File: config.mk
export PLATFORM = sky130hd
export DESIGN_NAME = text_console_writer
export DESIGN_NICKNAME = d
export VERILOG_FILES = /design/src/tcw_pkg.sv /design/src/text_console_writer.sv /design/src/tcw_put_step.sv /design/src/tcw_screen_mem.sv
export VERILOG_INCLUDE_DIRS = /design/src /design/src/src
export SDC_FILE = /design/constraint.sdc
export NUM_CORES = 1
export LEC_CHECK = 0
export BUFFER_PORTS_ARGS = -buffer_cell sky130_fd_sc_hd__buf_4
export CORE_ASPECT_RATIO = 1.75
export CORE_MARGIN = 10
export CORE_UTILIZATION = 40
export CTS_CLUSTER_SIZE = 30
export DETAILED_ROUTE_END_ITERATION = 12
export GPL_TIMING_DRIVEN = 0
export SLEW_MARGIN = 20
export SYNTH_ARGS = -nofsm -noshare
export SYNTH_HDL_FRONTEND = slang
export SYNTH_SLANG_ARGS = --single-unit
File: constraint.sdc
create_clock -name clk -period 8.6 [get_ports clk]
set_clock_uncertainty 0.2 [all_clocks]
set_input_delay 1.72 -clock clk [delete_from_list [all_inputs] [get_ports clk]]
set_output_delay 1.72 -clock clk [all_outputs]
set_load 0.02 [all_outputs]
File: src/assert_macros.svh
// ----------------------------------------------------------------------------
// assert_macros.svh
// Concurrent assertion helpers shared by the RTL. Defining ASSERT_OFF empties
// every macro.
// ----------------------------------------------------------------------------
`ifndef ASSERT_MACROS_SVH
`define ASSERT_MACROS_SVH

`ifndef ASSERT_OFF
// Property that must hold at every clock edge outside reset
`define ASSERT_ALWAYS(lbl, clk, rst_n, expr, msg) \
  lbl: assert property (@(posedge clk) disable iff (!rst_n) (expr)) else $error(msg);
// Antecedent in one cycle implies consequent in the next
`define ASSERT_NEXT(lbl, clk, rst_n, ante, cons, msg) \
  lbl: assert property (@(posedge clk) disable iff (!rst_n) (ante) |=> (cons)) else $error(msg);
`else
`define ASSERT_ALWAYS(lbl, clk, rst_n, expr, msg)
`define ASSERT_NEXT(lbl, clk, rst_n, ante, cons, msg)
`endif

`endif

File: src/tcw_pkg.sv
// ----------------------------------------------------------------------------
// tcw_pkg
// Shared types and constants of the text console writer.
// ----------------------------------------------------------------------------
package tcw_pkg;

  // Field widths
  localparam int COL_W  = 7;
  localparam int ROW_W  = 5;
  localparam int OFFS_W = 11;
  localparam int CODE_W = 8;
  localparam int NIB_W  = 4;
  localparam int CELL_W = 16;
  // Linear cell address before range check: 31 * 127 + 127 fits in 13 bits
  localparam int LIN_W  = 13;

  // Blank cell: white on black space
  localparam logic [CELL_W-1:0] BLANK_CELL = 16'h0F20;

  // Character codes handled by put
  localparam logic [CODE_W-1:0] CH_BS    = 8'h08;
  localparam logic [CODE_W-1:0] CH_TAB   = 8'h09;
  localparam logic [CODE_W-1:0] CH_LF    = 8'h0A;
  localparam logic [CODE_W-1:0] CH_CR    = 8'h0D;
  localparam logic [CODE_W-1:0] CH_SPACE = 8'h20;
  localparam logic [CODE_W-1:0] CH_LAST  = 8'h7F;

  typedef enum logic [1:0] {
    MODE_PUT   = 2'd0,
    MODE_CLEAR = 2'd1,
    MODE_SET   = 2'd2
  } mode_t;

  typedef enum logic [1:0] {
    ST_INIT,
    ST_IDLE,
    ST_EXEC,
    ST_SWEEP
  } state_t;

  // Captured command
  typedef struct packed {
    logic [1:0]        mode;
    logic [CODE_W-1:0] char_code;
    logic [NIB_W-1:0]  background;
    logic [NIB_W-1:0]  foreground;
    logic [COL_W-1:0]  set_col;
    logic [ROW_W-1:0]  set_row;
  } item_t;

  // Outcome of one put
  typedef struct packed {
    logic [COL_W-1:0]  col;
    logic [ROW_W-1:0]  row;
    logic              scroll;
    logic              cell_we;
    logic [LIN_W-1:0]  cell_addr;
    logic [CELL_W-1:0] cell_data;
  } put_res_t;

  // Requests to the screen store
  typedef struct packed {
    logic              put_we;
    logic [LIN_W-1:0]  put_addr;
    logic [CELL_W-1:0] put_data;
    logic              sweep_start;
    logic              sweep_copy;
  } mem_cmd_t;

endpackage

File: src/text_console_writer.sv
// ----------------------------------------------------------------------------
// text_console_writer
// Text console: a ROWS x COLUMNS cell store and a cursor, driven by put,
// clear and set-cursor commands; each command reports the cursor.
//
//   port group  direction  transfer
//   ----------  ---------  ----------------------------------------------
//   in_*        input      start high while busy low, one command
//   out_*       output     out_valid high for one cycle, one result
//
// Put, set cursor and the unused mode run one execute state and return to
// idle, busy high meanwhile. Clear and a put that scrolls run the sweep
// engine over every cell through the store's one write port, with busy
// high until it is done. After reset a fill pass runs with busy high.
// The receiver cannot stall the result.
// ----------------------------------------------------------------------------
`include "assert_macros.svh"

module text_console_writer #(
  parameter int COLUMNS  = 80,
  parameter int ROWS     = 25,
  parameter int TAB_STOP = 8
) (
  input  logic                       clk,
  input  logic                       rst_n,
  input  logic                       start,
  output logic                       busy,
  input  logic [1:0]                 in_mode,
  input  logic [tcw_pkg::CODE_W-1:0] in_char_code,
  input  logic [tcw_pkg::NIB_W-1:0]  in_background,
  input  logic [tcw_pkg::NIB_W-1:0]  in_foreground,
  input  logic [tcw_pkg::COL_W-1:0]  in_set_col,
  input  logic [tcw_pkg::ROW_W-1:0]  in_set_row,
  output logic                       out_valid,
  output logic [tcw_pkg::COL_W-1:0]  out_cursor_col,
  output logic [tcw_pkg::ROW_W-1:0]  out_cursor_row,
  output logic [tcw_pkg::OFFS_W-1:0] out_cursor_offset,
  output logic                       out_scrolled
);
  import tcw_pkg::*;

  localparam int CELL_COUNT = ROWS * COLUMNS;

  state_t            state_r, state_nxt;
  item_t             item_r;
  logic [COL_W-1:0]  col_r, col_nxt;
  logic [ROW_W-1:0]  row_r, row_nxt;
  logic              out_valid_r, out_valid_nxt;
  logic [COL_W-1:0]  out_col_r;
  logic [ROW_W-1:0]  out_row_r;
  logic [OFFS_W-1:0] out_offs_r, out_offs_nxt;
  logic              out_scrolled_r, out_scrolled_nxt;
  logic              out_load;
  logic [LIN_W-1:0]  offs_full;

  put_res_t          put_res;
  mem_cmd_t          mem_cmd;
  logic              sweep_done;

  // Cursor arithmetic of a put
  tcw_put_step #(
    .COLUMNS  (COLUMNS),
    .ROWS     (ROWS),
    .TAB_STOP (TAB_STOP)
  ) u_put_step (
    .col        (col_r),
    .row        (row_r),
    .char_code  (item_r.char_code),
    .background (item_r.background),
    .foreground (item_r.foreground),
    .res        (put_res)
  );

  // Cell store and sweep engine
  tcw_screen_mem #(
    .COLUMNS (COLUMNS),
    .ROWS    (ROWS)
  ) u_screen_mem (
    .clk        (clk),
    .rst_n      (rst_n),
    .cmd        (mem_cmd),
    .sweep_done (sweep_done)
  );

  assign busy = (state_r != ST_IDLE);

  // Command capture
  always_ff @(posedge clk) begin
    if (start && !busy) begin
      item_r <= '{mode: in_mode, char_code: in_char_code, background: in_background,
                  foreground: in_foreground, set_col: in_set_col, set_row: in_set_row};
    end
  end

  // Sequencer: next state, cursor and store requests
  always_comb begin
    state_nxt        = state_r;
    col_nxt          = col_r;
    row_nxt          = row_r;
    out_valid_nxt    = 1'b0;
    out_scrolled_nxt = 1'b0;
    out_load         = 1'b0;
    mem_cmd          = '0;

    unique case (state_r)
      ST_INIT: begin
        if (sweep_done) begin
          state_nxt = ST_IDLE;
        end
      end
      ST_IDLE: begin
        if (start) begin
          state_nxt = ST_EXEC;
        end
      end
      ST_EXEC: begin
        out_load = 1'b1;
        unique case (mode_t'(item_r.mode))
          MODE_PUT: begin
            col_nxt          = put_res.col;
            row_nxt          = put_res.row;
            out_scrolled_nxt = put_res.scroll;
            mem_cmd.put_we   = put_res.cell_we;
            mem_cmd.put_addr = put_res.cell_addr;
            mem_cmd.put_data = put_res.cell_data;
            if (put_res.scroll) begin
              mem_cmd.sweep_start = 1'b1;
              mem_cmd.sweep_copy  = 1'b1;
            end
          end
          MODE_CLEAR: begin
            col_nxt             = '0;
            row_nxt             = '0;
            mem_cmd.sweep_start = 1'b1;
          end
          MODE_SET: begin
            col_nxt = item_r.set_col;
            row_nxt = item_r.set_row;
          end
          default: ;
        endcase
        if (mem_cmd.sweep_start) begin
          state_nxt = ST_SWEEP;
        end else begin
          out_valid_nxt = 1'b1;
          state_nxt     = ST_IDLE;
        end
      end
      ST_SWEEP: begin
        if (sweep_done) begin
          out_valid_nxt = 1'b1;
          state_nxt     = ST_IDLE;
        end
      end
      default: state_nxt = ST_INIT;
    endcase

    offs_full    = LIN_W'(row_nxt) * LIN_W'(COLUMNS) + LIN_W'(col_nxt);
    out_offs_nxt = offs_full[OFFS_W-1:0];
  end

  // State register
  always_ff @(posedge clk) begin
    if (!rst_n) begin
      state_r <= ST_INIT;
    end else begin
      state_r <= state_nxt;
    end
  end

  // Cursor and result strobe
  always_ff @(posedge clk) begin
    if (!rst_n) begin
      col_r       <= '0;
      row_r       <= '0;
      out_valid_r <= 1'b0;
    end else begin
      col_r       <= col_nxt;
      row_r       <= row_nxt;
      out_valid_r <= out_valid_nxt;
    end
  end

  // Result payload, held until the next command executes
  always_ff @(posedge clk) begin
    if (out_load) begin
      out_col_r      <= col_nxt;
      out_row_r      <= row_nxt;
      out_offs_r     <= out_offs_nxt;
      out_scrolled_r <= out_scrolled_nxt;
    end
  end

  assign out_valid         = out_valid_r;
  assign out_cursor_col    = out_col_r;
  assign out_cursor_row    = out_row_r;
  assign out_cursor_offset = out_offs_r;
  assign out_scrolled      = out_scrolled_r;

  // Checks
  `ASSERT_ALWAYS(a_put_addr_in_store, clk, rst_n, !mem_cmd.put_we || (mem_cmd.put_addr < LIN_W'(CELL_COUNT)), "put write beyond the cell store")
  `ASSERT_ALWAYS(a_put_only_in_exec, clk, rst_n, !mem_cmd.put_we || (state_r == ST_EXEC), "cell write outside command execution")
  `ASSERT_NEXT(a_short_cmd_result, clk, rst_n, (state_r == ST_EXEC) && !mem_cmd.sweep_start, out_valid && (state_r == ST_IDLE), "short command gave no result")
  `ASSERT_ALWAYS(a_result_source, clk, rst_n, !out_valid || $past((state_r == ST_EXEC) || sweep_done), "result strobe without finished command")

endmodule

File: src/tcw_put_step.sv
// ----------------------------------------------------------------------------
// tcw_put_step
// Cursor arithmetic of one put: control codes, cell address, wrap and the
// decision to scroll.
// ----------------------------------------------------------------------------
module tcw_put_step #(
  parameter int COLUMNS  = 80,
  parameter int ROWS     = 25,
  parameter int TAB_STOP = 8
) (
  input  logic [tcw_pkg::COL_W-1:0]  col,
  input  logic [tcw_pkg::ROW_W-1:0]  row,
  input  logic [tcw_pkg::CODE_W-1:0] char_code,
  input  logic [tcw_pkg::NIB_W-1:0]  background,
  input  logic [tcw_pkg::NIB_W-1:0]  foreground,
  output tcw_pkg::put_res_t          res
);
  import tcw_pkg::*;

  // Enough tab stops to pass the widest column value
  localparam int STOPS      = (1 << COL_W) / TAB_STOP + 1;
  localparam int CELL_COUNT = ROWS * COLUMNS;

  logic [COL_W:0]   tab_col;
  logic [COL_W:0]   col_ctl;
  logic [COL_W:0]   col_adv;
  logic [ROW_W:0]   row_ctl;
  logic [ROW_W:0]   row_wrap;
  logic             printable;
  logic             wrap;
  logic [LIN_W-1:0] lin_addr;

  // Next tab stop: smallest multiple of TAB_STOP above the column
  always_comb begin
    tab_col = '0;
    for (int k = STOPS; k >= 1; k--) begin
      if ((COL_W+1)'(k * TAB_STOP) > {1'b0, col}) begin
        tab_col = (COL_W+1)'(k * TAB_STOP);
      end
    end
  end

  // Control codes
  always_comb begin
    col_ctl = {1'b0, col};
    row_ctl = {1'b0, row};
    unique case (char_code)
      CH_BS: begin
        if (col != '0) begin
          col_ctl = {1'b0, col} - (COL_W+1)'(1);
        end
      end
      CH_TAB: col_ctl = tab_col;
      CH_CR:  col_ctl = '0;
      CH_LF: begin
        col_ctl = '0;
        row_ctl = {1'b0, row} + (ROW_W+1)'(1);
      end
      default: ;
    endcase
  end

  // Printable write, then wrap and scroll
  always_comb begin
    printable = (char_code >= CH_SPACE) && (char_code <= CH_LAST);
    lin_addr  = LIN_W'(row) * LIN_W'(COLUMNS) + LIN_W'(col);
    col_adv   = printable ? col_ctl + (COL_W+1)'(1) : col_ctl;
    wrap      = col_adv >= (COL_W+1)'(COLUMNS);
    row_wrap  = wrap ? row_ctl + (ROW_W+1)'(1) : row_ctl;

    res.scroll    = row_wrap >= (ROW_W+1)'(ROWS);
    res.row       = res.scroll ? ROW_W'(ROWS - 1) : row_wrap[ROW_W-1:0];
    res.col       = wrap ? '0 : col_adv[COL_W-1:0];
    res.cell_we   = printable && (lin_addr < LIN_W'(CELL_COUNT));
    res.cell_addr = lin_addr;
    res.cell_data = {background, foreground, char_code};
  end

endmodule

File: src/tcw_screen_mem.sv
// ----------------------------------------------------------------------------
// tcw_screen_mem
// Screen cell store with its sweep engine. A sweep walks every cell once:
// in copy mode each cell takes the one a line below (scroll), and cells of
// the last line, or all cells in fill mode, take the blank value.
// ----------------------------------------------------------------------------
module tcw_screen_mem #(
  parameter int COLUMNS = 80,
  parameter int ROWS    = 25
) (
  input  logic              clk,
  input  logic              rst_n,
  input  tcw_pkg::mem_cmd_t cmd,
  output logic              sweep_done
);
  import tcw_pkg::*;

  localparam int CELL_COUNT = ROWS * COLUMNS;
  localparam int KEEP_CELLS = (ROWS - 1) * COLUMNS;
  localparam int ADDR_W     = $clog2(CELL_COUNT);

  logic [CELL_W-1:0] mem [CELL_COUNT];

  logic              active_r;
  logic              copy_r;
  logic [ADDR_W-1:0] cnt_r;
  logic              pend_valid_r;
  logic              pend_copy_r;
  logic              pend_last_r;
  logic [ADDR_W-1:0] pend_addr_r;
  logic [CELL_W-1:0] rd_data_r;

  logic [ADDR_W:0]   rd_addr;
  logic              rd_en;
  logic              last_issue;
  logic              wr_en;
  logic [ADDR_W-1:0] wr_addr;
  logic [CELL_W-1:0] wr_data;

  // Read one line ahead of the write pointer
  always_comb begin
    rd_addr    = {1'b0, cnt_r} + (ADDR_W+1)'(COLUMNS);
    rd_en      = active_r && copy_r && (rd_addr < (ADDR_W+1)'(CELL_COUNT));
    last_issue = cnt_r == ADDR_W'(CELL_COUNT - 1);
  end

  // Sweep control; reset starts a fill pass
  always_ff @(posedge clk) begin
    if (!rst_n) begin
      active_r     <= 1'b1;
      copy_r       <= 1'b0;
      cnt_r        <= '0;
      pend_valid_r <= 1'b0;
    end else begin
      pend_valid_r <= active_r;
      if (cmd.sweep_start) begin
        active_r <= 1'b1;
        copy_r   <= cmd.sweep_copy;
        cnt_r    <= '0;
      end else if (active_r) begin
        cnt_r <= cnt_r + ADDR_W'(1);
        if (last_issue) begin
          active_r <= 1'b0;
        end
      end
    end
  end

  // Pending write stage, lines up with the read data
  always_ff @(posedge clk) begin
    pend_addr_r <= cnt_r;
    pend_copy_r <= copy_r && ({1'b0, cnt_r} < (ADDR_W+1)'(KEEP_CELLS));
    pend_last_r <= last_issue;
  end

  assign sweep_done = pend_valid_r & pend_last_r;

  // Single write port: sweep or put, never both
  always_comb begin
    wr_en   = pend_valid_r | cmd.put_we;
    wr_addr = pend_valid_r ? pend_addr_r : cmd.put_addr[ADDR_W-1:0];
    if (pend_valid_r) begin
      wr_data = pend_copy_r ? rd_data_r : BLANK_CELL;
    end else begin
      wr_data = cmd.put_data;
    end
  end

  // Store
  always_ff @(posedge clk) begin
    if (wr_en) begin
      mem[wr_addr] <= wr_data;
    end
    if (rd_en) begin
      rd_data_r <= mem[rd_addr[ADDR_W-1:0]];
    end
  end

endmodule

### Word level (Yosys, flattened, before mapping)

Index checks and enable logic that the tools add are counted.

* add/subtract/negate cells: 6
* $mul: 1
* $lt $le $gt $ge: 19
* equality and inequality tests: 13
* multiplexer cells: 41
* bitwise logic cells: 2
* reduce and logical (&&, ||, !) cells: 11

Operators with widths (number)
* two-way mux 8 bit: 17
* greater-than comparator 7 bit, first input constant: 8
* equality test 8 x 4 -> 1 bit, second input constant: 4
* greater-than comparator 6 x 7 -> 1 bit, first input constant: 4
* one-hot mux 8 bit (3 select lines): 1
* one-hot mux 7 bit (3 select lines): 1
* one-hot mux 5 bit (3 select lines): 1
* greater-than comparator 5 x 7 -> 1 bit, first input constant: 2
* two-way mux 7 bit: 2
* two-way mux 6 bit: 2
* adder 11 x 1 -> 11 bit, second input constant: 1
* adder 11 x 7 -> 11 bit: 1
* equality test 11 bit, second input constant: 1
* two-way mux 2 bit: 5
* two-way mux 5 bit: 2
* adder 8 x 1 -> 8 bit, second input constant: 1
* >= comparator 8 x 6 -> 1 bit, second input constant: 1
* >= comparator 8 x 7 -> 1 bit, second input constant: 1
* less-or-equal comparator 8 x 7 -> 1 bit, second input constant: 1
* subtractor 7 x 1 -> 8 bit, second input constant: 1
* greater-than comparator 4 x 7 -> 1 bit, first input constant: 1
* multiplier 5 x 3 -> 7 bit, second input constant: 1
* two-way mux 1 bit: 7
* nonzero test 7 bit: 1
* 16 further kinds: 26

* register bits after elaboration: 75
* input bits: 33

### Depth between registers and ports, before layout

* depth in word-level cells: 27
* gate-level depth with buffers: 24
* gate-level depth less buffers: 24

### By module

From an unflattened synthesis, not the netlist that was laid out.

* cell total of the unflattened synthesis: 519
* area, all modules: 5151.2 µm²

By module, submodules not included
* text_console_writer: instances 1, cells each 222, area an instance 2880.3 µm², seq. area each 1801.7 µm²
* tcw_put_step: instances 1, cells each 233, area an instance 1667.8 µm², seq. area each 0.0 µm²
* tcw_screen_mem: instances 1, cells each 64, area an instance 603.1 µm², seq. area each 280.3 µm²

### Worst setup path after synthesis

Ideal clock, no wire load.

* kind: reg2reg
* start: register col_r[0]
* end: register out_offs_r[10], in the netlist out_cursor_offset[10] (data pin)
* setup time: 258 ps
* arrival: 5031 ps
* required time: 8142 ps
* path slack: 3111 ps
* stages on the path, launching flop included: 24
* period minus slack after synthesis: 5489 ps
* cell sequence: dfxtp_1 > inv_1 > ha_1 > nor4b_2 > nand2_1 > mux2i_1 > a221o_1 > ha_1 > nand2_1 > a21o_1 > a211oi_1 > o211a_1 > or4_1 > o211ai_1 > o21ai_1 > o31a_1 > inv_1 > ha_1 > ha_1 > inv_1 > fa_1 > nor3_1 > xor2_1 > xnor2_1

* cells in the longest elaborated chain, start to end: 27

RTL lines
* start, declared: line text_console_writer.sv:46 `logic [COL_W-1:0] col_r, col_nxt;`
* start signal, assigned: line text_console_writer.sv:178 `col_r <= col_nxt;`
* greater-than comparator 7 bit: line tcw_put_step.sv:37 `if ((COL_W+1)'(k * TAB_STOP) > {1'b0, col}) begin`
* two-way mux 8 bit (15 in a row): line tcw_put_step.sv:37
* one-hot mux 8 bit (3 select lines) *: line tcw_put_step.sv:47 `unique case (char_code)`
* adder 8 x 1 -> 8 bit: line tcw_put_step.sv:67 `col_adv = printable ? col_ctl + (COL_W+1)'(1) : col_ctl;`
* two-way mux 8 bit *: line tcw_put_step.sv:67
* >= comparator 8 x 7 -> 1 bit *: line tcw_put_step.sv:68 `wrap = col_adv >= (COL_W+1)'(COLUMNS);`
* two-way mux 6 bit *: line tcw_put_step.sv:69 `row_wrap = wrap ? row_ctl + (ROW_W+1)'(1) : row_ctl;`
* >= comparator 6 x 5 -> 1 bit: line tcw_put_step.sv:71 `res.scroll = row_wrap >= (ROW_W+1)'(ROWS);`
* two-way mux 5 bit *: line tcw_put_step.sv:72 `res.row = res.scroll ? ROW_W'(ROWS - 1) : row_wrap[ROW_W-1:0];`
* one-hot mux 5 bit (3 select lines) *: line text_console_writer.sv:118 `unique case (mode_t'(item_r.mode))`
* two-way mux 5 bit *: line text_console_writer.sv:105 `unique case (state_r)`
* named net row_nxt[1]: line text_console_writer.sv:47 `logic [ROW_W-1:0] row_r, row_nxt;`
* multiplier 5 x 3 -> 7 bit *: line text_console_writer.sv:158 `offs_full = LIN_W'(row_nxt) * LIN_W'(COLUMNS) + LIN_W'(col_nxt);`
* adder 11 x 7 -> 11 bit *: line text_console_writer.sv:158
* named net offs_full[10]: line text_console_writer.sv:54 `logic [LIN_W-1:0] offs_full;`
* end signal, assigned: line text_console_writer.sv:189 `out_offs_r <= out_offs_nxt;`
* end, declared: line text_console_writer.sv:51 `logic [OFFS_W-1:0] out_offs_r, out_offs_nxt;`

The timed path passes the listed nets; every way through them passes the cells marked *.
A chain may end at the register's enable or synchronous reset.

### Worst setup path after layout

Ends and elaborated chain as after synthesis.

==> impl_metrics.toml <==
[finish]
diodes = 0
design_area_sq_um = 4900
final_cells = 581
finalNetCount = 503
postLayoutCoreUtil_pct = 50.1
multi_input_area_sq_um = 1980
layout_commonest_cell = "buf_4"
fill_cells = 928
area_growth_pct = 22.8
register_area_sq_um = 1840
drive_gt1_share_pct = 20.4
layout_common_cells = "buf_4 (55), edfxtp_1 (42), nor2_1 (36)"

[global_routing]
grt_pass1_vias = 3287
grt_max_degree = 24
antenna_found_initial = 0
grt.overflow.total = 0
grt_pass1_wl_um = 15800
grt_usage_pct = 13.9

[sta]
hold_violations = 0
min_period_ps = 6790
final-setup-viol-count = 0
fin_setup_tns_ps = 0
min_period_over_period_pct = 79.0
max-slew-margin-rel_pct = 28.8
fmax_mhz = 147
worstMarginPinSlew_ps = 1070
rsz0062_at_grt = "no"
slew_violations = 0

[status]
status = "completed"

[place]
place_inst = 565
io_buffers = 50
dp_hpwl_um = 7910
place_congestion = 0.897
post_dp_cell_area_sq_um = 4540

[die]
die_y_um = 152
io_pins = 59
rows = 48
die_x_um = 95.5
start_util_pct = 40.8
die_area_sq_um = 14500
coreArea_sq_um = 9790

[worst_setup_path]
worst-setup-path-type = "flip-flop to flip-flop"
cp.arrival_ps = 6660
endpoint_kind = "flip-flop"
critPathLaunchType = "flip-flop"
required_ps = 8470
crit_fanout = 9

[cts]
cts_max_level = 3
cts_tree = "done"
clock_sinks = 71
clockBufferDepth = 2
hold_buffers = 0
insertion_delay_ps = 330
cts.repair.resized = 0
clockRootBuffer = "clkbuf_16"
cts_made_buffers = 9
cts_setup_buffers = 0
clk_pin_slew_ps = 50

[yosys]
synthDominantCellAreaShare_pct = 31.6
synthArstFlopShare_pct = 0
syn_inst = 389
synth-seq-area-share_pct = 46.1
synthTopCellsByArea = "edfxtp_1 (32%), dfxtp_1 (15%), ha_1 (5.3%)"
synth_nets = 441
ys_warn_count = 0
synth_enable_flop_cells = 42
ys_types = 71
ys_ff_latch = 71
syn_area_sq_um = 3990
avgSynthCellArea_sq_um = 10.3
synth_ff_type = "edfxtp_1"
yosysTopAreaCell = "edfxtp_1"

[drt]
wl_met2_um = 5740
firstDrtPassIters = 4
avgRoutedWirePerCell_um = 17.3
vias = 3175
ant_nets = 0
drc = 0
wl_met1_um = 3540
viasPerCell = 5.46
maxUsedRoutingLayer = "met4"
finalWirelength_um = 10000
drt_iter0_markers = 138
route.met3.wl_um = 253

[hold_path]
hold_class = "flip-flop to flip-flop"

[pwr]
peakVddDrop_mv = 0.171
cellPowerDensity_nw_per_um2 = 191
report.power.total_uw = 938
power.leakage_nw = 1.88

[flow_run]
maxCapViolations = 0
==> stage by stage <==
stage                     worst slack, ps  hold WS, ps
after floorplan                      3110          253
after detailed placement             1920          310
final                                1810          316
after global placement               2010          300
after CTS                            1870          320
after global routing                 1390          325
==> kinds of logic after synthesis <==
logic type | Yosys count | synth area share, %
buffers and inverters | 38 | 4.32
multiplexers | 6 | 1.57
adder cells (fa/ha/maj) | 19 | 6.33
AND/OR/NAND/NOR | 137 | 18.6
flip-flops | 71 | 46.1
AO/OA/AOI/OAI | 89 | 16.7
XOR/XNOR | 29 | 6.36
==> cells in the mapped netlist (all sizes together) (2+ instances only) <==
cell type and count:
nor3b 2, nor2b 3, and3 2, dfxtp 29, or2 6, xnor2 16
and4 2, buf 9, a211oi 5, xor2 13, a31oi 4, nand2b 2
nand3 12, ha 17, or3b 3, or3 7, a32o 2, a21oi 14
nand4 12, mux2i 4, nor3 7, mux2 2, clkbuf 9, a221o 2
o21a 4, fa 2, o41ai 2, a22o 5, and2 10, nand2 25
a32oi 2, edfxtp 42, a21o 5, nor2 37, o21ai 14, o211ai 4
o32ai 2, a22oi 6, inv 19, or4 3, a21boi 3, o31a 2
==> cell type report <==
type | instances | area share (%)
inverters | 20 | 1.53
clock inverters | 6 | 2.73
plain buffers | 18 | 1.99
multi-input cells | 280 | 40.4
clock buffers | 10 | 4.67
flip-flops and latches | 71 | 37.6
repair buffers | 51 | 7.89
well taps | 125 | 3.19
==> sequential cells by signal, summed over array words and instances (netlist names) <==
register and count:
row_r 5, u_screen_mem.active_r 1, out_scrolled 1, item_r 22, out_valid 1, out_cursor_col 7, state_r 2, col_r 7
out_cursor_offset 7, u_screen_mem.pend_valid_r 1, u_screen_mem.cnt_r 11, out_cursor_row 5, u_screen_mem.pend_last_r 1
==> path summary, 6_finish.rpt <==
check / startpoint / endpoint / slack, ps / cells after the start
worst max-delay path: col_r[0]$_SDFF_PN0_ / out_cursor_offset[10]$_DFFE_PN_ / 1810 / 23
worst min-delay path: state_r[0]$_SDFFE_PN0P_ / state_r[0]$_SDFFE_PN0P_ / 320 / 2
worst max register to register: col_r[0]$_SDFF_PN0_ / out_cursor_offset[10]$_DFFE_PN_ / 1810 / 23
worst min register to register: state_r[0]$_SDFFE_PN0P_ / state_r[0]$_SDFFE_PN0P_ / 320 / 2
==> critical path, stage by stage, from the launching register on <==
cell and delay [ps]:
dfxtp_1 390, inv_1 180, ha_1 380, nor4b_2 580
nand3_1 120, and4b_1 240, o32ai_1 440, ha_1 270
nand2_1 70, a21o_1 230, nor3_2 180, a211oi_2 120
nor3_4 340, mux2i_1 330, o21ai_1 210, o41ai_2 650
ha_1 290, inv_1 60, fa_1 400, nor2b_1 120
o21ai_0 150, nor3_1 270, xor2_1 210, xnor2_1 90
==> report_power, final <==
part / leakage (nW) / internal (mW) / switching (mW)
clock network: 0.177 / 0.312 / 0.134
logic: 1.09 / 0.0388 / 0.0559
registers: 0.616 / 0.384 / 0.0132
total: 1.88 / 0.735 / 0.203
==> routing by layer <==
layer | vias up | global-route usage (%)
met1 | 1509 | 12.3
met2 | 68 | 26.4
met5 | - | 0
li1 | 1568 | -
met3 | 30 | 2.57
met4 | 0 | 8.96
No activity file was read; power rests on OpenSTA's default activity.
